--- src/sv/tccc_pkg.sv ---
// shared types and constants for the text console cursor controller
// no dependencies; used by tccc_step and text_console_cursor_controller

package tccc_pkg;

    // glyph cell geometry in pixels, both powers of two
    localparam int GLYPH_WIDTH      = 8;
    localparam int GLYPH_HEIGHT     = 16;
    localparam int GW_SHIFT         = $clog2(GLYPH_WIDTH);
    localparam int GH_SHIFT         = $clog2(GLYPH_HEIGHT);

    // font range
    localparam int FIRST_GLYPH_CODE = 32;
    localparam int GLYPH_COUNT      = 96;

    // screen limits
    localparam logic [12:0] MAX_PIXELS = 13'd4096;
    localparam logic [12:0] MAX_COLS   = 13'd512;
    localparam logic [12:0] MAX_ROWS   = 13'd256;

    // tab stops every eight columns regardless of glyph size
    localparam int TAB_STOP = 8;

    // control characters
    localparam logic [7:0] CHAR_LF  = 8'h0A;
    localparam logic [7:0] CHAR_CR  = 8'h0D;
    localparam logic [7:0] CHAR_TAB = 8'h09;
    localparam logic [7:0] CHAR_BS  = 8'h08;

    // configuration register indexes
    localparam logic [1:0] REG_ENABLE = 2'd0;
    localparam logic [1:0] REG_WIDTH  = 2'd1;
    localparam logic [1:0] REG_HEIGHT = 2'd2;

    // reset values of the screen size registers
    localparam logic [12:0] RESET_WIDTH  = 13'd640;
    localparam logic [12:0] RESET_HEIGHT = 13'd480;

    typedef struct packed {
        logic [8:0] col;
        logic [7:0] row;
    } cursor_t;

    typedef struct packed {
        logic        marked;
        logic [11:0] left;
        logic [11:0] top;
        logic [12:0] span_x;
        logic [12:0] span_y;
    } box_t;

    // listed from the highest bit down so the packed form matches m_tdata
    typedef struct packed {
        logic [12:0] dirty_span_y;
        logic [12:0] dirty_span_x;
        logic [11:0] dirty_top;
        logic [11:0] dirty_left;
        logic        dirty_flag;
        logic [7:0]  cursor_row;
        logic [8:0]  cursor_col;
        logic        scroll_valid;
        logic [7:0]  draw_row;
        logic [8:0]  draw_col;
        logic [6:0]  glyph_index;
        logic        draw_valid;
    } result_t;

endpackage

--- src/sv/tccc_step.sv ---
// one character step: cursor movement, glyph request, scroll and dirty box merge
// depends on tccc_pkg

module tccc_step
(
    input  logic               console_enable,
    input  logic [12:0]        screen_width,
    input  logic [12:0]        screen_height,
    input  logic [7:0]         char_code,
    input  logic               display_held,
    input  logic               flush_after,
    input  tccc_pkg::cursor_t  cursor,
    input  tccc_pkg::box_t     box,
    output tccc_pkg::result_t  result,
    output tccc_pkg::cursor_t  cursor_next,
    output tccc_pkg::box_t     box_next
);

    logic [12:0] wpx;
    logic [12:0] hpx;
    logic [12:0] cols_raw;
    logic [12:0] rows_raw;
    logic [9:0]  cols;
    logic [8:0]  rows;
    logic        active;
    logic [9:0]  col_in;
    logic [8:0]  row_in;
    logic [9:0]  col_a;
    logic [8:0]  row_a;
    logic [9:0]  col_b;
    logic [8:0]  row_b;
    logic [8:0]  row_c;
    logic [8:0]  glyph_off;
    logic        in_font;
    logic        draw;
    logic        scroll;
    logic [13:0] x_full;
    logic [13:0] y_full;
    logic [11:0] cell_x;
    logic [11:0] cell_y;
    logic [11:0] left_new;
    logic [11:0] top_new;
    logic [13:0] end_x;
    logic [13:0] end_y;
    tccc_pkg::box_t box_a;
    tccc_pkg::box_t box_b;

    // clamp the screen size and derive the text grid
    assign wpx      = (screen_width  > tccc_pkg::MAX_PIXELS) ? tccc_pkg::MAX_PIXELS : screen_width;
    assign hpx      = (screen_height > tccc_pkg::MAX_PIXELS) ? tccc_pkg::MAX_PIXELS : screen_height;
    assign cols_raw = wpx >> tccc_pkg::GW_SHIFT;
    assign rows_raw = hpx >> tccc_pkg::GH_SHIFT;

    always_comb
    begin
        if (cols_raw > tccc_pkg::MAX_COLS)
            cols = tccc_pkg::MAX_COLS[9:0];
        else if (cols_raw == 13'd0)
            cols = 10'd1;
        else
            cols = cols_raw[9:0];

        if (rows_raw > tccc_pkg::MAX_ROWS)
            rows = tccc_pkg::MAX_ROWS[8:0];
        else if (rows_raw == 13'd0)
            rows = 9'd1;
        else
            rows = rows_raw[8:0];
    end

    assign active = console_enable && !display_held;
    assign col_in = {1'b0, cursor.col};
    assign row_in = {1'b0, cursor.row};

    // font range check on the raw code
    assign glyph_off = {1'b0, char_code} - 9'(tccc_pkg::FIRST_GLYPH_CODE);
    assign in_font   = !glyph_off[8] && (glyph_off < 9'(tccc_pkg::GLYPH_COUNT));

    // cursor movement for control codes and printable characters
    always_comb
    begin
        col_a = col_in;
        row_a = row_in;
        draw  = 1'b0;
        unique case (char_code)
            tccc_pkg::CHAR_LF:
            begin
                col_a = 10'd0;
                row_a = row_in + 9'd1;
            end
            tccc_pkg::CHAR_CR:
                col_a = 10'd0;
            tccc_pkg::CHAR_TAB:
                col_a = (col_in + 10'(tccc_pkg::TAB_STOP)) & ~10'(tccc_pkg::TAB_STOP - 1);
            tccc_pkg::CHAR_BS:
            begin
                if (col_in != 10'd0)
                    col_a = col_in - 10'd1;
            end
            default:
            begin
                draw  = in_font && (col_in < cols) && (row_in < rows);
                col_a = col_in + 10'd1;
            end
        endcase
    end

    // wrap at the column count, scroll past the last row
    always_comb
    begin
        if (col_a >= cols)
        begin
            col_b = 10'd0;
            row_b = row_a + 9'd1;
        end
        else
        begin
            col_b = col_a;
            row_b = row_a;
        end
        scroll = (row_b >= rows);
        row_c  = scroll ? (rows - 9'd1) : row_b;
    end

    // pixel rectangle of the drawn cell
    assign x_full = {4'b0, col_in} << tccc_pkg::GW_SHIFT;
    assign y_full = {5'b0, row_in} << tccc_pkg::GH_SHIFT;
    assign cell_x = x_full[11:0];
    assign cell_y = y_full[11:0];
    assign left_new = (cell_x < box.left) ? cell_x : box.left;
    assign top_new  = (cell_y < box.top)  ? cell_y : box.top;
    assign end_x    = {2'b0, cell_x} + 14'(tccc_pkg::GLYPH_WIDTH);
    assign end_y    = {2'b0, cell_y} + 14'(tccc_pkg::GLYPH_HEIGHT);

    // merge the glyph cell; the span compare uses the updated corner
    always_comb
    begin
        box_a = box;
        if (draw)
        begin
            box_a.marked = 1'b1;
            if (box.span_x == 13'd0)
            begin
                box_a.left   = cell_x;
                box_a.top    = cell_y;
                box_a.span_x = 13'(tccc_pkg::GLYPH_WIDTH);
                box_a.span_y = 13'(tccc_pkg::GLYPH_HEIGHT);
            end
            else
            begin
                box_a.left = left_new;
                box_a.top  = top_new;
                if (end_x > ({2'b0, left_new} + {1'b0, box.span_x}))
                    box_a.span_x = 13'(end_x - {2'b0, left_new});
                if (end_y > ({2'b0, top_new} + {1'b0, box.span_y}))
                    box_a.span_y = 13'(end_y - {2'b0, top_new});
            end
        end
    end

    // a scroll leaves the whole screen dirty, or nothing for an empty screen
    always_comb
    begin
        box_b = box_a;
        if (scroll)
        begin
            if ((wpx == 13'd0) || (hpx == 13'd0))
            begin
                box_b.marked = 1'b0;
                box_b.span_x = 13'd0;
            end
            else
            begin
                box_b.marked = 1'b1;
                box_b.left   = 12'd0;
                box_b.top    = 12'd0;
                box_b.span_x = wpx;
                box_b.span_y = hpx;
            end
        end
    end

    // state after this item; flush empties the box once it is reported
    always_comb
    begin
        tccc_pkg::box_t box_rep;
        box_rep = active ? box_b : box;
        if (active)
        begin
            cursor_next.col = col_b[8:0];
            cursor_next.row = row_c[7:0];
        end
        else
        begin
            cursor_next = cursor;
        end

        box_next = box_rep;
        if (console_enable && flush_after)
        begin
            box_next.marked = 1'b0;
            box_next.span_x = 13'd0;
        end

        result.draw_valid   = active && draw;
        result.glyph_index  = (active && draw) ? glyph_off[6:0] : 7'd0;
        result.draw_col     = (active && draw) ? col_in[8:0] : 9'd0;
        result.draw_row     = (active && draw) ? row_in[7:0] : 8'd0;
        result.scroll_valid = active && scroll;
        result.cursor_col   = cursor_next.col;
        result.cursor_row   = cursor_next.row;
        result.dirty_flag   = box_rep.marked;
        result.dirty_left   = box_rep.left;
        result.dirty_top    = box_rep.top;
        result.dirty_span_x = box_rep.span_x;
        result.dirty_span_y = box_rep.span_y;
    end

endmodule

--- src/sv/text_console_cursor_controller.sv ---
// text console cursor controller: input register, combinational step, result register
// depends on tccc_pkg and tccc_step
// an accepted input beat is held in the input register, stepped, then held in the result register
// throughput: one character per cycle while m_tready does not stall; the cursor and dirty box update with each step
// reset: cursor and dirty box cleared, console disabled, screen 640 by 480 pixels
// no clearing pass; the block accepts beats from the first cycle after reset

module text_console_cursor_controller
(
    input  logic        clk,
    input  logic        rst_n,

    input  logic        s_tvalid,
    output logic        s_tready,
    // [7:0] char_code, [8] display_held, [9] flush_after, [15:10] zero
    input  logic [15:0] s_tdata,

    output logic        m_tvalid,
    input  logic        m_tready,
    // [0] draw_valid, [7:1] glyph_index, [16:8] draw_col, [24:17] draw_row,
    // [25] scroll_valid, [34:26] cursor_col, [42:35] cursor_row, [43] dirty_flag,
    // [55:44] dirty_left, [67:56] dirty_top, [80:68] dirty_span_x,
    // [93:81] dirty_span_y, [95:94] zero
    output logic [95:0] m_tdata,

    input  logic        cfg_valid,
    output logic        cfg_ready,
    input  logic [1:0]  cfg_index,
    input  logic [12:0] cfg_data
);

    logic               enable_reg;
    logic [12:0]        width_reg;
    logic [12:0]        height_reg;

    logic               in_valid_reg;
    logic [7:0]         char_reg;
    logic               held_reg;
    logic               flush_reg;

    logic               out_valid_reg;
    tccc_pkg::result_t  out_res_reg;

    tccc_pkg::cursor_t  cursor_reg;
    tccc_pkg::box_t     box_reg;

    tccc_pkg::result_t  step_res;
    tccc_pkg::cursor_t  cursor_next;
    tccc_pkg::box_t     box_next;

    logic               advance;
    logic               step_fire;

    // pipeline moves when the result register is free or being drained
    assign advance   = !out_valid_reg || m_tready;
    assign step_fire = advance && in_valid_reg;
    assign s_tready  = !in_valid_reg || advance;
    assign cfg_ready = 1'b1;

    assign m_tvalid = out_valid_reg;
    assign m_tdata  = {2'b00, out_res_reg};

    // configuration registers
    always_ff @(posedge clk or negedge rst_n)
    begin
        if (!rst_n)
        begin
            enable_reg <= 1'b0;
            width_reg  <= tccc_pkg::RESET_WIDTH;
            height_reg <= tccc_pkg::RESET_HEIGHT;
        end
        else if (cfg_valid && cfg_ready)
        begin
            unique case (cfg_index)
                tccc_pkg::REG_ENABLE: enable_reg <= cfg_data[0];
                tccc_pkg::REG_WIDTH:  width_reg  <= cfg_data;
                tccc_pkg::REG_HEIGHT: height_reg <= cfg_data;
                default: ;
            endcase
        end
    end

    // input register
    always_ff @(posedge clk or negedge rst_n)
    begin
        if (!rst_n)
            in_valid_reg <= 1'b0;
        else if (s_tready)
            in_valid_reg <= s_tvalid;
    end

    always_ff @(posedge clk)
    begin
        if (s_tready && s_tvalid)
        begin
            char_reg  <= s_tdata[7:0];
            held_reg  <= s_tdata[8];
            flush_reg <= s_tdata[9];
        end
    end

    tccc_step u_step
    (
        .console_enable (enable_reg),
        .screen_width   (width_reg),
        .screen_height  (height_reg),
        .char_code      (char_reg),
        .display_held   (held_reg),
        .flush_after    (flush_reg),
        .cursor         (cursor_reg),
        .box            (box_reg),
        .result         (step_res),
        .cursor_next    (cursor_next),
        .box_next       (box_next)
    );

    // cursor and dirty box state
    always_ff @(posedge clk or negedge rst_n)
    begin
        if (!rst_n)
        begin
            cursor_reg <= '0;
            box_reg    <= '0;
        end
        else if (step_fire)
        begin
            cursor_reg <= cursor_next;
            box_reg    <= box_next;
        end
    end

    // result register
    always_ff @(posedge clk or negedge rst_n)
    begin
        if (!rst_n)
            out_valid_reg <= 1'b0;
        else if (advance)
            out_valid_reg <= in_valid_reg;
    end

    always_ff @(posedge clk)
    begin
        if (step_fire)
            out_res_reg <= step_res;
    end

    // state only changes when an item is stepped
    a_state_hold: assert property (@(posedge clk) disable iff (!rst_n)
        !step_fire |=> $stable(cursor_reg) && $stable(box_reg))
        else $error("cursor or box changed without a stepped item");

    // reported cursor matches the stored cursor right after a step
    a_cursor_match: assert property (@(posedge clk) disable iff (!rst_n)
        step_fire |=> out_valid_reg && (out_res_reg.cursor_col == cursor_reg.col)
                      && (out_res_reg.cursor_row == cursor_reg.row))
        else $error("reported cursor differs from stored cursor");

    // a marked box always has a width, an unmarked one never does
    a_box_marked: assert property (@(posedge clk) disable iff (!rst_n)
        box_reg.marked == (box_reg.span_x != 13'd0))
        else $error("dirty box mark and width disagree");

    // a glyph request stays inside the font
    a_glyph_range: assert property (@(posedge clk) disable iff (!rst_n)
        out_valid_reg && out_res_reg.draw_valid
            |-> out_res_reg.glyph_index < 7'(tccc_pkg::GLYPH_COUNT - 1) + 7'd1
                || tccc_pkg::GLYPH_COUNT == 128)
        else $error("glyph index beyond font");

endmodule
--- config.mk ---
export PLATFORM = sky130hd
export DESIGN_NAME = text_console_cursor_controller
export DESIGN_NICKNAME = d
export VERILOG_FILES = /design/src/sv/tccc_pkg.sv /design/src/sv/tccc_step.sv /design/src/sv/text_console_cursor_controller.sv
export SDC_FILE = /design/constraint.sdc
export NUM_CORES = 1
export LEC_CHECK = 0
export BUFFER_PORTS_ARGS = -buffer_cell sky130_fd_sc_hd__buf_2
export CORE_ASPECT_RATIO = 0.5
export CORE_MARGIN = 1
export CORE_UTILIZATION = 40
export CTS_CLUSTER_DIAMETER = 120
export DETAILED_ROUTE_END_ITERATION = 8
export GPL_ROUTABILITY_DRIVEN = 0
export HOLD_SLACK_MARGIN = 0.08
export PLACE_DENSITY = 0.65
export SYNTH_ARGS = -nofsm -noshare
export SYNTH_HDL_FRONTEND = slang
export SYNTH_SLANG_ARGS = --single-unit
--- constraint.sdc ---
create_clock -name clk -period 6.6 [get_ports clk]
set_clock_uncertainty 0.05 [all_clocks]
set_input_delay 1.32 -clock clk [delete_from_list [all_inputs] [get_ports clk]]
set_output_delay 1.32 -clock clk [all_outputs]
set_load 0.01 [all_outputs]
==> Implementation_results.wiki <==
{| class="wikitable"
! Metric !! Value
|-
| Pin slew with the least headroom to its limit || 1220 ps
|-
| Gate count after technology mapping || 1445
|-
| Placed Cells || 2038
|-
| Run status || completed
|-
| Net Sw Power || 3.78 mW
|-
| Largest family of logic cells by synthesized area || compound AO/OA/AOI/OAI gates
|-
| Syn Area/Cell || ~9.6 sq um
|-
| Leakage power figure || 7.11 nW
|-
| Power, Total || between 8 and 9 mW
|-
| Number of buffers inserted by hold repair at cts || 0
|-
| Count of endpoints failing hold in the final timing report || 0
|-
| Number of iterations in the first detailed-routing pass || 7
|-
| Mean routed wirelength per cell || between 15 and 20 um
|-
| Worst setup SP type || register
|-
| Via count || 11890
|-
| TritonCTS clock tree || built
|-
| IO Pins || 135
|-
| Bufs on Longest Clock Path || 3
|-
| Post-synthesis share of cell area spent on full adders, half adders and majority gates || 0.115
|-
| Synth Area in XOR/XNOR || 0.0436
|-
| Slowest cell on the critical path || sky130_fd_sc_hd__or4b_4
|-
| Area delta synth->final || 16.8%
|-
| Sequential-to-total area share from yosys stat || 0.401
|-
| # Max-Cap Violations || 0
|-
| Count of buffer and inverter cells on the critical path || 2
|-
| Clock-pin transition on the worst setup and hold timing paths || 60 ps
|-
| Overflow after GRT || 0
|-
| Clk network pwr share || 0.144
|-
| Full die area || around 35000 sq um
|-
| Horizontal die dimension || 265 um
|-
| Period Utilization, post-route || 0.975
|-
| Maximum achievable frequency || roughly 160 MHz
|-
| Worst skew pair latency || 530 ps
|-
| Post-synth design cell area || 13900 sq um
|-
| Die span in y || 134 um
|-
| Total count of max-transition violations in the final report || 0
|-
| Maximum number of pins on one net before global-route repair || 65
|-
| Category of the worst setup path capture point || register
|-
| Data required time at the worst endpoint || 6780 ps
|-
| Crit Path Max Fanout || 7
|-
| Final-report setup violation count || 0
|-
| Final-layout fill cell count || 3185
|-
| Master cell of the clock root buffer || sky130_fd_sc_hd__clkbuf_16
|-
| Shortest clock period the worst path allows after layout || 6430 ps
|-
| Worst ir drop on vdd || between 0.2 and 0.3 mV
|-
| Total routing usage reported by global routing || 0.228
|-
| Commonest non-fill, non-tap cells in the layout || sky130_fd_sc_hd__ha_1, sky130_fd_sc_hd__buf_2, sky130_fd_sc_hd__nand2_1
|-
| Power per cell area || 502 nW/um^2
|-
| Effective utilization at floorplan || 0.413
|-
| Sw Share || 0.465
|-
| Post-synthesis simple-gate area fraction || 0.163
|-
| Number of standard cells in the final layout excluding fillers || around 2100
|-
| Path category of the worst min-delay check || register to register
|-
| Number of clock buffers inserted by TritonCTS || 21
|-
| Count of distinct cell types in the synthesized netlist || 84
|-
| Delay of the slowest critical-path stage || 600 ps
|-
| Dominant delay contributor by cell family on the critical path || simple AND/OR/NAND/NOR gates
|-
| Most common flop cell mapped by yosys || sky130_fd_sc_hd__edfxtp_1
|-
| Signal arrival time at the worst endpoint || 6610 ps
|-
| Number of warnings reported in the yosys synthesis log || 0
|-
| Tightest slew margin relative to the limit || 0.188
|-
| Number of global-route vias before repair || 11500
|-
| Async S/R FF share, synth || 0.483
|-
| Drc violations || 0
|-
| Register share of total power || 0.228
|-
| Number of H-tree levels || 1
|-
| Final core utilization || 0.482
|-
| Part of the total power dissipated in combinational logic || 0.628
|-
| Vias/cell || approximately 5.7
|-
| Proportion of synthesized area in mux cells || 0.0303
|-
| Share of cells above drive strength 1 || 0.197
|-
| Antenna violations before repair || 1
|-
| Internal power component || 4.35 mW
|-
| WL final || 40600 um
|-
| Number of violations reported at the end of detailed-routing iteration 0 || between 1000 and 1500
|-
| Post-synth EDFFs || roughly 100
|-
| Compound-cell area share of the yosys netlist || 0.204
|-
| # port buffers || about 130
|-
| Flop and latch count out of synthesis || between 200 and 250
|-
| Core footprint || 33600 sq um
|-
| Num Clock Sinks || 201
|-
| Cells along the critical path || or4b_4 -> nor2_2 -> and2_2 -> o21ai_0 -> xor2_1 -> o22ai_2 -> ha_1 -> or3_1 -> or3_1 -> a211oi_4 -> or2_4 -> buf_4 -> nor4_2 -> xnor2_1 -> ha_1 -> nand3_1 -> or4_1 -> o211ai_1 -> buf_4 -> o211a_1 -> or4_1 -> nor3_4 -> a222oi_1 -> o21ai_0
|-
| Flip-flop count of the largest register after layout || 94
|-
| Count of nets left with antenna violations after detail routing || 0
|-
| Half-perimeter wire length after detailed placement || around 30000 um
|-
| Nets || about 1800
|-
| Critical Setup Path Class || register to register
|-
| # rows || 47
|-
| First-pass GRT wire length || 63500 um
|}
worst register-to-register path, stage by stage, from the launching register on:
cell,delay (ps)
sky130_fd_sc_hd__edfxtp_1,420
sky130_fd_sc_hd__or4b_4,600
sky130_fd_sc_hd__nor2_2,160
sky130_fd_sc_hd__and2_2,250
sky130_fd_sc_hd__o21ai_0,140
sky130_fd_sc_hd__xor2_1,190
sky130_fd_sc_hd__o22ai_2,120
sky130_fd_sc_hd__ha_1,210
sky130_fd_sc_hd__or3_1,360
sky130_fd_sc_hd__or3_1,350
sky130_fd_sc_hd__a211oi_4,240
sky130_fd_sc_hd__or2_4,230
sky130_fd_sc_hd__buf_4,150
sky130_fd_sc_hd__nor4_2,60
sky130_fd_sc_hd__xnor2_1,180
sky130_fd_sc_hd__ha_1,340
sky130_fd_sc_hd__nand3_1,80
sky130_fd_sc_hd__or4_1,510
sky130_fd_sc_hd__o211ai_1,200
sky130_fd_sc_hd__buf_4,160
sky130_fd_sc_hd__o211a_1,150
sky130_fd_sc_hd__or4_1,210
sky130_fd_sc_hd__nor3_4,100
sky130_fd_sc_hd__a222oi_1,520
sky130_fd_sc_hd__o21ai_0,180
area by class of cell:
class | count | area, sq um | share of cell area
sequential | 201 | 5560 | 0.343
multi-input combinational | 1091 | 7870 | 0.486
clock buffer | 27 | 558 | 0.0345
timing repair buffer | 204 | 1220 | 0.0756
inverter | 82 | 310 | 0.0192
clock inverter | 10 | 90.1 | 0.00556
tap | 465 | 582 | 0.0359
antenna | 1 | 2.50 | 0.000155
kinds of logic after synthesis:
group,after synthesis
XOR/XNOR,69
buffers and inverters,154
other,2
flip-flops,201
adder cells (fa/ha/maj),126
AND/OR/NAND/NOR,449
multiplexers,38
AO/OA/AOI/OAI,406
synth_stat cells, types with 9 or more instances:
| library cell | instances | share of area |
|---|---|---|
| sky130_fd_sc_hd__nor4_1 | 22 | 0.0099 |
| sky130_fd_sc_hd__o21a_1 | 9 | 0.0049 |
| sky130_fd_sc_hd__nor2_1 | 105 | 0.028 |
| sky130_fd_sc_hd__and3_1 | 15 | 0.0068 |
| sky130_fd_sc_hd__xor2_1 | 31 | 0.020 |
| sky130_fd_sc_hd__nand3_1 | 29 | 0.010 |
| sky130_fd_sc_hd__dfrtp_1 | 91 | 0.16 |
| sky130_fd_sc_hd__a22o_1 | 50 | 0.032 |
| sky130_fd_sc_hd__nand4_1 | 15 | 0.0068 |
| sky130_fd_sc_hd__o22ai_1 | 9 | 0.0041 |
| sky130_fd_sc_hd__o211ai_1 | 12 | 0.0065 |
| sky130_fd_sc_hd__and2_1 | 40 | 0.018 |
| sky130_fd_sc_hd__o21ai_0 | 56 | 0.020 |
| sky130_fd_sc_hd__clkbuf_1 | 64 | 0.017 |
| sky130_fd_sc_hd__inv_1 | 79 | 0.021 |
| sky130_fd_sc_hd__nand2_1 | 119 | 0.032 |
| sky130_fd_sc_hd__nor3_1 | 27 | 0.0097 |
| sky130_fd_sc_hd__mux2_2 | 32 | 0.026 |
| sky130_fd_sc_hd__edfxtp_1 | 104 | 0.23 |
| sky130_fd_sc_hd__o2bb2ai_1 | 9 | 0.0057 |
| sky130_fd_sc_hd__a211oi_1 | 13 | 0.0070 |
| sky130_fd_sc_hd__a21o_1 | 41 | 0.022 |
| sky130_fd_sc_hd__ha_1 | 124 | 0.11 |
| sky130_fd_sc_hd__o21ai_1 | 37 | 0.013 |
| sky130_fd_sc_hd__a21oi_1 | 74 | 0.027 |
| sky130_fd_sc_hd__xnor2_1 | 38 | 0.024 |
| sky130_fd_sc_hd__nand2b_1 | 19 | 0.0086 |
| sky130_fd_sc_hd__o31ai_1 | 13 | 0.0070 |
| sky130_fd_sc_hd__nor2b_1 | 11 | 0.0050 |
power by group through the flow:
stage          registers (mW)  logic (mW)  clock network [mW]
2_1_floorplan            1.84        3.34                   0
3_3_place_gp             1.86        4.75                   0
3_5_place_dp             1.87        4.78                   0
4_1_cts                  1.84        4.83                1.19
5_1_grt                  1.88        5.60                1.23
6_report                 1.85        5.11                1.17
path summary, 6_finish.rpt:
check	slack, ps	to	startpoint	depth (start not counted)
setup reg to reg	170	m_tdata[90]	char_reg[6]	24
min in group asynchronous	720	box_reg[3]	rst_n	1
max in group asynchronous	4470	cursor_reg[10]	rst_n	2
hold / removal	430	m_tvalid	in_valid_reg	1
setup / recovery	170	m_tdata[90]	char_reg[6]	24
hold reg to reg	430	m_tvalid	in_valid_reg	1
stage by stage:
step                worst slack [ps]  hold slack, ps  cell area [sq um]  setup TNS, ps
finish                           166             429              16200              0
global route                   -30.3             482              16200          -60.8
global placement                 134             417              15400              0
detailed placement              88.1             422              15400              0
floorplan                       66.8             407              13900              0
CTS                             41.9             433              16000              0
timing repair:
item	in CTS	in global routing
resized for setup	0	34
endpoints found under the setup margin	0	109
buffers inserted	0	5
layer usage:
metal | global-route usage | vias up | share of wire
met3 | 0.0416 | 88 | 0.068
li1 | - | 5666 | -
met4 | 0.0771 | 0 | 0.031
met5 | 0 | - | 0
met2 | 0.369 | 413 | 0.46
met1 | 0.308 | 5723 | 0.44
Note: power is estimated with default switching activity, not from simulation.
